==> src/sv/jse_pkg.sv <==
// Shared types, character constants and a hex digit helper function for the JSON string escaper.
`default_nettype none

package jse_pkg;

   localparam int MaxBytes   = 6;
   localparam int CountWidth = $clog2(MaxBytes + 1);

   // Request codes carried in req_type.
   localparam logic [1:0] REQ_OPEN  = 2'd0;
   localparam logic [1:0] REQ_CHAR  = 2'd1;
   localparam logic [1:0] REQ_CLOSE = 2'd2;

   localparam logic [7:0] CH_QUOTE     = 8'h22;
   localparam logic [7:0] CH_SLASH     = 8'h2f;
   localparam logic [7:0] CH_BACKSLASH = 8'h5c;
   localparam logic [7:0] CH_ZERO      = 8'h30;
   localparam logic [7:0] CH_U         = 8'h75;
   localparam logic [7:0] CH_B         = 8'h62;
   localparam logic [7:0] CH_T         = 8'h74;
   localparam logic [7:0] CH_F         = 8'h66;
   localparam logic [7:0] CH_N         = 8'h6e;
   localparam logic [7:0] CH_R         = 8'h72;

   localparam logic [31:0] LIMIT_1BYTE = 32'h0000_0080;
   localparam logic [31:0] LIMIT_2BYTE = 32'h0000_0800;
   localparam logic [31:0] LIMIT_3BYTE = 32'h0001_0000;
   localparam logic [31:0] LIMIT_4BYTE = 32'h0011_0000;

   localparam logic [7:0] LEAD_2BYTE = 8'hc0;
   localparam logic [7:0] LEAD_3BYTE = 8'he0;
   localparam logic [7:0] LEAD_4BYTE = 8'hf0;
   localparam logic [7:0] CONT_BYTE  = 8'h80;

   typedef struct packed {
      logic [1:0]  req_type;
      logic [31:0] code_point;
   } req_payload_type;

   typedef struct packed {
      logic [7:0] out_byte;
      logic       last_of_run;
   } rsp_payload_type;

   // One encoded run: byte 0 goes out first.
   typedef struct packed {
      logic [MaxBytes-1:0][7:0] bytes;
      logic [CountWidth-1:0]    count;
   } run_type;

   function automatic logic [7:0] hex_digit(input logic [3:0] v);
      logic [7:0] d;
      d = {4'h0, v};
      if (v < 4'd10) begin
         hex_digit = d + CH_ZERO;
      end else begin
         hex_digit = d + 8'h57;
      end
   endfunction

endpackage

`default_nettype wire

==> src/sv/jse_encode.sv <==
// Combinational encoder: one request into a run of up to six output bytes.
`default_nettype none

module jse_encode
   import jse_pkg::*;
(
   input  wire req_payload_type req,
   output run_type              run
);

   logic [31:0] cp;
   logic [7:0]  esc;
   logic        printable;

   assign cp        = req.code_point;
   assign printable = (cp[6:0] inside {[7'h20:7'h7e]});

   always_comb begin
      case (cp[6:0])
         7'h22:   esc = CH_QUOTE;
         7'h2f:   esc = CH_SLASH;
         7'h5c:   esc = CH_BACKSLASH;
         7'h08:   esc = CH_B;
         7'h09:   esc = CH_T;
         7'h0c:   esc = CH_F;
         7'h0a:   esc = CH_N;
         7'h0d:   esc = CH_R;
         default: esc = 8'h00;
      endcase
   end

   always_comb begin
      run.bytes = '0;
      run.count = '0;
      case (req.req_type)
         REQ_OPEN, REQ_CLOSE: begin
            run.bytes[0] = CH_QUOTE;
            run.count    = CountWidth'(1);
         end
         REQ_CHAR: begin
            if (cp < LIMIT_1BYTE) begin
               if (esc != 8'h00) begin
                  run.bytes[0] = CH_BACKSLASH;
                  run.bytes[1] = esc;
                  run.count    = CountWidth'(2);
               end else if (printable) begin
                  run.bytes[0] = {1'b0, cp[6:0]};
                  run.count    = CountWidth'(1);
               end else begin
                  // Remaining controls become a six-character unicode escape.
                  run.bytes[0] = CH_BACKSLASH;
                  run.bytes[1] = CH_U;
                  run.bytes[2] = CH_ZERO;
                  run.bytes[3] = CH_ZERO;
                  run.bytes[4] = hex_digit({1'b0, cp[6:4]});
                  run.bytes[5] = hex_digit(cp[3:0]);
                  run.count    = CountWidth'(6);
               end
            end else if (cp < LIMIT_2BYTE) begin
               run.bytes[0] = LEAD_2BYTE | {3'b000, cp[10:6]};
               run.bytes[1] = CONT_BYTE  | {2'b00, cp[5:0]};
               run.count    = CountWidth'(2);
            end else if (cp < LIMIT_3BYTE) begin
               run.bytes[0] = LEAD_3BYTE | {4'h0, cp[15:12]};
               run.bytes[1] = CONT_BYTE  | {2'b00, cp[11:6]};
               run.bytes[2] = CONT_BYTE  | {2'b00, cp[5:0]};
               run.count    = CountWidth'(3);
            end else if (cp < LIMIT_4BYTE) begin
               run.bytes[0] = LEAD_4BYTE | {5'b00000, cp[20:18]};
               run.bytes[1] = CONT_BYTE  | {2'b00, cp[17:12]};
               run.bytes[2] = CONT_BYTE  | {2'b00, cp[11:6]};
               run.bytes[3] = CONT_BYTE  | {2'b00, cp[5:0]};
               run.count    = CountWidth'(4);
            end
         end
         default: begin
            run.count = '0;
         end
      endcase
   end

endmodule

`default_nettype wire

==> src/sv/jse_run_buf.sv <==
// Result register: holds one encoded run and shifts it out a byte per beat.
`default_nettype none

module jse_run_buf
   import jse_pkg::*;
(
   input  wire             clock,
   input  wire             reset,
   input  wire             load,
   input  wire run_type    load_run,
   output logic            can_load,
   output logic            rsp_valid,
   input  wire             rsp_ready,
   output rsp_payload_type rsp_data
);

   logic [MaxBytes-1:0][7:0] bytes_ff, bytes_in;
   logic [CountWidth-1:0]    remain_ff, remain_in;
   logic                     pop;

   assign rsp_valid            = (remain_ff != '0);
   assign pop                  = rsp_valid && rsp_ready;
   assign can_load             = (remain_ff == '0) || (pop && remain_ff == CountWidth'(1));
   assign rsp_data.out_byte    = bytes_ff[0];
   assign rsp_data.last_of_run = (remain_ff == CountWidth'(1));

   always_comb begin
      bytes_in  = bytes_ff;
      remain_in = remain_ff;
      if (load) begin
         bytes_in  = load_run.bytes;
         remain_in = load_run.count;
      end else if (pop) begin
         bytes_in  = {8'h00, bytes_ff[MaxBytes-1:1]};
         remain_in = remain_ff - CountWidth'(1);
      end
   end

   always_ff @(posedge clock) begin
      if (reset) begin
         remain_ff <= '0;
      end else begin
         remain_ff <= remain_in;
      end
   end

   always_ff @(posedge clock) begin
      bytes_ff <= bytes_in;
   end

   a_remain_bound: assert property (@(posedge clock) disable iff (reset)
      remain_ff <= CountWidth'(MaxBytes))
      else $error("run buffer holds more bytes than a run can have");

   a_load_nonempty: assert property (@(posedge clock) disable iff (reset)
      load |-> (load_run.count != '0) && can_load)
      else $error("empty run or busy buffer at load");

   a_load_count: assert property (@(posedge clock) disable iff (reset)
      load |=> remain_ff == $past(load_run.count))
      else $error("byte count not taken from the loaded run");

   a_pop_shift: assert property (@(posedge clock) disable iff (reset)
      (pop && !load && remain_ff > CountWidth'(1)) |=> rsp_data.out_byte == $past(bytes_ff[1]))
      else $error("next byte of the run not shifted forward");

endmodule

`default_nettype wire

==> src/sv/json_string_escape_utf8.sv <==
// Top level of the JSON string escaper with UTF-8 encoding.
`default_nettype none

// Each request beat (open, character or close) is captured in an input register,
// encoded combinationally and moved into a result register that sends its bytes out one
// rsp beat each, with last_of_run set on the final byte. Open and close give a double
// quote; characters give escapes, plain ASCII or UTF-8 of 2 to 4 bytes. Request code 3
// and code points at or above 0x110000 give no bytes and leave the input register without
// a load. A new request is taken every cycle while each one yields a single byte and
// rsp_ready stays high; a longer run holds the result register until its last byte is
// taken, so the output port's one byte per cycle while rsp_ready is high sets throughput.
module json_string_escape_utf8
   import jse_pkg::*;
(
   input  wire             clock,
   input  wire             reset,
   input  wire             req_valid,
   output logic            req_ready,
   input  wire req_payload_type req_data,
   output logic            rsp_valid,
   input  wire             rsp_ready,
   output rsp_payload_type rsp_data
);

   logic            req_valid_ff, req_valid_in;
   req_payload_type req_data_ff, req_data_in;
   run_type         enc_run;
   logic            can_load;
   logic            advance;
   logic            load;

   jse_encode u_encode (
      .req (req_data_ff),
      .run (enc_run)
   );

   // Runs of zero bytes leave the input register without touching the result register.
   assign advance   = req_valid_ff && ((enc_run.count == '0) || can_load);
   assign load      = req_valid_ff && (enc_run.count != '0) && can_load;
   assign req_ready = !req_valid_ff || advance;

   always_comb begin
      req_valid_in = req_valid_ff;
      req_data_in  = req_data_ff;
      if (req_ready) begin
         req_valid_in = req_valid;
         req_data_in  = req_data;
      end
   end

   always_ff @(posedge clock) begin
      if (reset) begin
         req_valid_ff <= 1'b0;
      end else begin
         req_valid_ff <= req_valid_in;
      end
   end

   always_ff @(posedge clock) begin
      req_data_ff <= req_data_in;
   end

   jse_run_buf u_run_buf (
      .clock     (clock),
      .reset     (reset),
      .load      (load),
      .load_run  (enc_run),
      .can_load  (can_load),
      .rsp_valid (rsp_valid),
      .rsp_ready (rsp_ready),
      .rsp_data  (rsp_data)
   );

endmodule

`default_nettype wire

==> config.mk <==
export PLATFORM = sky130hd
export DESIGN_NAME = json_string_escape_utf8
export DESIGN_NICKNAME = d
export VERILOG_FILES = /design/src/sv/jse_pkg.sv /design/src/sv/jse_encode.sv /design/src/sv/jse_run_buf.sv /design/src/sv/json_string_escape_utf8.sv
export SDC_FILE = /design/constraint.sdc
export NUM_CORES = 1
export LEC_CHECK = 0
export BUFFER_PORTS_ARGS = -buffer_cell sky130_fd_sc_hd__buf_2
export CELL_PAD_IN_SITES_DETAIL_PLACEMENT = 1
export CELL_PAD_IN_SITES_GLOBAL_PLACEMENT = 1
export CORE_AREA = 2 2 115 89
export DETAILED_ROUTE_END_ITERATION = 10
export DIE_AREA = 0 0 117 91
export PLACE_DENSITY_LB_ADDON = 0.3
export RECOVER_POWER = 50
export SETUP_SLACK_MARGIN = 0.15
export SLEW_MARGIN = 20
export SYNTH_ARGS = -nofsm -noshare
export SYNTH_HDL_FRONTEND = slang
export SYNTH_SLANG_ARGS = --single-unit
==> constraint.sdc <==
create_clock -name clock -period 10 [get_ports clock]
set_input_delay 2 -clock clock [delete_from_list [all_inputs] [get_ports clock]]
set_output_delay 2 -clock clock [all_outputs]
set_load 0.1 [all_outputs]
==> metrics.log <==
[metrics] status: finished, violations left
[metrics] violated checks: max-capacitance violations, max-slew violations
[metrics] category of the worst setup path launch point: primary input
[metrics] Clk network pwr share: 0.283
[metrics] transition time of the tightest slew-check pin: ~2.7 ns
[metrics] number of synthesis warnings: 0
[metrics] number of buffers created by CTS: 9
[metrics] Mapped Nets: between 400 and 500
[metrics] worst hold path stage count: 2
[metrics] category of the worst setup path capture point: primary output
[metrics] largest driver fanout on the critical path: 36
[metrics] Syn Std Cell Area: 0.00421 mm2
[metrics] met3 wire length: around 850 um
[metrics] wire length after detailed routing: roughly 11000 um
[metrics] HPWL after DPL: just under 8000 um
[metrics] flip-flop and latch count after synthesis: 84
[metrics] tightest hold margin: 0.509 ns
[metrics] number of max-slew violations in the final report: between 80 and 90
[metrics] count of antenna-violating nets left after detailed routing: 0
[metrics] switching pwr: slightly below 500 uW
[metrics] share of synthesized area occupied by flip-flops and latches: 0.589
[metrics] Comb pwr share: 0.287
[metrics] flip-flop cell with the highest count after synthesis: sky130_fd_sc_hd__edfxtp_1
[metrics] setup repair after global routing missed its margin: no
[metrics] GP Congestion: 0.895
[metrics] maximum ir drop on the vdd rail: ~150 uV
[metrics] Max Clock Freq: 158 MHz
[metrics] Tmin final: between 6 and 7 ns
[metrics] Ant. Diodes: 0
[metrics] most frequent standard cell in the layout excluding fill and tap cells: sky130_fd_sc_hd__edfxtp_1
[metrics] hold bufs inserted after CTS: 0
[metrics] Crit-path slowest cell: sky130_fd_sc_hd__clkbuf_1
[metrics] layout-stage area growth over the synthesis result: 15.5%
[metrics] data required time of the critical path: ~8 ns
[metrics] post-route non-filler standard cell count: about 550
[metrics] number of levels in the clock H-tree: 3
[metrics] TritonCTS clock tree: done
[metrics] leading cell types in the layout, fill and taps excluded: sky130_fd_sc_hd__edfxtp_1, sky130_fd_sc_hd__nand2_1, sky130_fd_sc_hd__buf_2
[metrics] initial detailed-routing violation count: 366
[metrics] Std-Cell Rows: 31
[metrics] share of the synthesized area in the top cell type: 0.570
[metrics] async set or reset register ratio after synthesis: 0
[metrics] synthesized area per cell: around 11 um2
[metrics] areal power density over the cells: about 280 mW/mm2
[metrics] total negative slack for setup checks: 0 ns
[metrics] max-cap violation count: 2
[metrics] reported leakage power: between 0.0015 and 0.002 uW
[metrics] cell types with the largest area share after synthesis: sky130_fd_sc_hd__edfxtp_1, sky130_fd_sc_hd__nand2_1, sky130_fd_sc_hd__o21ai_0, sky130_fd_sc_hd__nor2_1, sky130_fd_sc_hd__ha_1
[metrics] switching part of the total power: 0.358
[metrics] count of unresolved DRC violations after routing: 0
[metrics] x dimension of the die: roughly 120 um
[metrics] clock slew at the register clock pins of the worst setup and hold paths: approximately 0.06 ns
[metrics] worst setup skew after layout: 0.00639 ns
[metrics] Layout Nets: between 400 and 500
[metrics] count of different cell masters after synthesis: 64
[metrics] Post-Place Cells: around 530
[metrics] Post-Synthesis Cells: ~370
[metrics] I/O Buffers: 48
[metrics] Tcrit/Tclk final: 0.632
[metrics] Register-to-Register Setup Slack: around 5.7 ns
[metrics] count of buffering cells on the critical path with inverters included: 3
[metrics] aggregate global routing overflow: 0
[metrics] standard cell core area: about 0.0095 mm2
[metrics] maximum cell stage delay along the critical path: 1.33 ns
[metrics] vias in the first global route: around 3300
[metrics] Min-Delay Endpoint: u_run_buf.remain_ff[1]
[metrics] signal arrival time at the worst endpoint: ~4.3 ns
[metrics] initial antenna violation count: 0
[metrics] share of cells above drive strength 1: 0.180
[metrics] worst path cell trace: clkbuf_1, nand2_1, nand4_1, clkbuf_1, buf_2
[metrics] final hold violation count: 0
[metrics] number of gates given a new drive strength after cts: 0
[metrics] endpoints failing setup: 0
[metrics] count of vias placed by the detailed router: 3284
[metrics] worst slew margin relative to its limit: -0.784
[metrics] routed vias/inst: ~6.0
[metrics] area of the die: roughly 0.011 mm2
[metrics] metal1 wirelength: slightly above 5000 um
[metrics] cell at the root of the clock tree: sky130_fd_sc_hd__clkbuf_16
[metrics] effective utilization at floorplan: 0.443
[metrics] wire length on met2: ~4900 um
[metrics] Worst path top cell family by delay: buffers and inverters
[metrics] global-route usage over all layers: 0.220
[metrics] internal portion of total power: 882 uW
[metrics] clock latency at the later pin of the worst-skew pair: 0.34 ns
[metrics] cell repeated most along the worst path: sky130_fd_sc_hd__clkbuf_1
[metrics] number of top-level design ports: between 40 and 50
[metrics] Post-synth EDFFs: 80
[metrics] worst hold path startpoint: u_run_buf.remain_ff[1]
[metrics] average wire length per cell after detail routing: ~20 um
[metrics] reg-to-reg endpoint: u_run_buf.remain_ff[0]
[metrics] type of the worst setup path: in2out
[metrics] die height: roughly 91 um
[metrics] number of fillers in the final layout: slightly above 1000
[metrics] maximum count of clock buffers along a single path: 2
[metrics] DR pass1 iterations: 7
[metrics] highest metal layer used by the detailed router: met4
[metrics] global-route wire length before repair: roughly 18000 um
[metrics] cell depth of the worst flop-to-flop path: 6
[metrics] worst reg2reg path startpoint: req_data_ff[30]
[metrics] maximum number of pins on one net before global-route repair: 56
[metrics] total number of cells along the worst setup path: 5
[metrics] setup repair bufs after CTS: 0
[metrics] path category of the worst min-delay check: reg2reg
[metrics] library cell with the largest summed area after synthesis: sky130_fd_sc_hd__edfxtp_1
[metrics] sequential cell fraction of total power: 0.430
[metrics] number of sinks handled by clock tree synthesis: 84
## cells by family after synthesis
group / synth area share
simple gates: 0.172
compound gates: 0.167
flops: 0.589
buf+inv: 0.0436
fa+ha+maj: 0.0238
xor+xnor: 0.00208
mux: 0.00267
## power groups by stage
stage               sequential, uW  clock [uW]  combinational (uW)
floorplan                      573           0                 332
global placement               584           0                 383
detailed placement             591           0                 394
CTS                            584         394                 398
global route                   604         409                 426
finish                         591         388                 394
## synth_stat cells, types with 3 or more instances
cell type,number
sky130_fd_sc_hd__edfxtp_1,80
sky130_fd_sc_hd__nand2_1,51
sky130_fd_sc_hd__nor2_1,28
sky130_fd_sc_hd__o21ai_0,26
sky130_fd_sc_hd__a21oi_1,17
sky130_fd_sc_hd__inv_1,15
sky130_fd_sc_hd__clkbuf_1,9
sky130_fd_sc_hd__a22o_1,8
sky130_fd_sc_hd__buf_4,8
sky130_fd_sc_hd__ha_1,8
sky130_fd_sc_hd__nor3_1,8
sky130_fd_sc_hd__nor4_1,7
sky130_fd_sc_hd__a22oi_1,5
sky130_fd_sc_hd__a31oi_1,5
sky130_fd_sc_hd__and2_1,5
sky130_fd_sc_hd__buf_2,5
sky130_fd_sc_hd__o31ai_1,5
sky130_fd_sc_hd__a21o_1,4
sky130_fd_sc_hd__dfxtp_1,4
sky130_fd_sc_hd__nand2b_1,4
sky130_fd_sc_hd__nand3_1,4
sky130_fd_sc_hd__nand4_1,4
sky130_fd_sc_hd__nor2b_1,4
sky130_fd_sc_hd__or3_1,4
sky130_fd_sc_hd__a211oi_1,3
sky130_fd_sc_hd__o221ai_1,3
sky130_fd_sc_hd__o2bb2ai_1,3
## sequential cells by signal (all words and copies together) (netlist names)
signal and count:
req_valid_ff 1, u_run_buf.rsp_data 8, req_data_ff 34, u_run_buf.bytes_ff 38, u_run_buf.remain_ff 3
## metrics by stage
step                utilization  power [uW]  setup WS (ns)  cell area (um2)
global placement          0.476         967           4.84             4530
finish                    0.512        1370           3.68             4870
CTS                       0.513        1380           4.78             4880
global route              0.512        1440           3.41             4870
detailed placement        0.476         985           4.79             4530
floorplan                     -         905           4.09             4210
## metal layers
| metal | vias up | GRT usage |
|---|---|---|
| li1 | 1492 | - |
| met1 | 1621 | 0.328 |
| met2 | 151 | 0.306 |
| met3 | 20 | 0.0661 |
| met4 | 0 | 0.0657 |
| met5 | - | 0 |
## worst min-delay path, stage by stage (launching register included)
cell and delay, ns:
sky130_fd_sc_hd__dfxtp_1 0.31, sky130_fd_sc_hd__nor2_1 0.10, sky130_fd_sc_hd__a211oi_1 0.05
## worst max path at each step
stage / startpoint / slack (ns) / to
6_report: rsp_ready / 3.68 / req_ready
5_1_grt: rsp_ready / 3.41 / req_ready
4_1_cts: rsp_ready / 4.78 / req_ready
3_5_place_dp: rsp_ready / 4.79 / req_ready
3_3_place_gp: rsp_ready / 4.84 / req_ready
2_1_floorplan: rsp_ready / 4.09 / req_ready
## area by class of cell
| cell class | instances | area [um2] | share of cell area |
|---|---|---|---|
| clock buffers | 11 | 243 | 0.0499 |
| clock inverters | 5 | 108 | 0.0221 |
| inverters | 15 | 56.3 | 0.0116 |
| multi-input cells | 251 | 1560 | 0.320 |
| flip-flops and latches | 84 | 2480 | 0.510 |
| well taps | 132 | 165 | 0.0339 |
| repair buffers | 51 | 254 | 0.0522 |
Power figures use the tool's default switching activity.
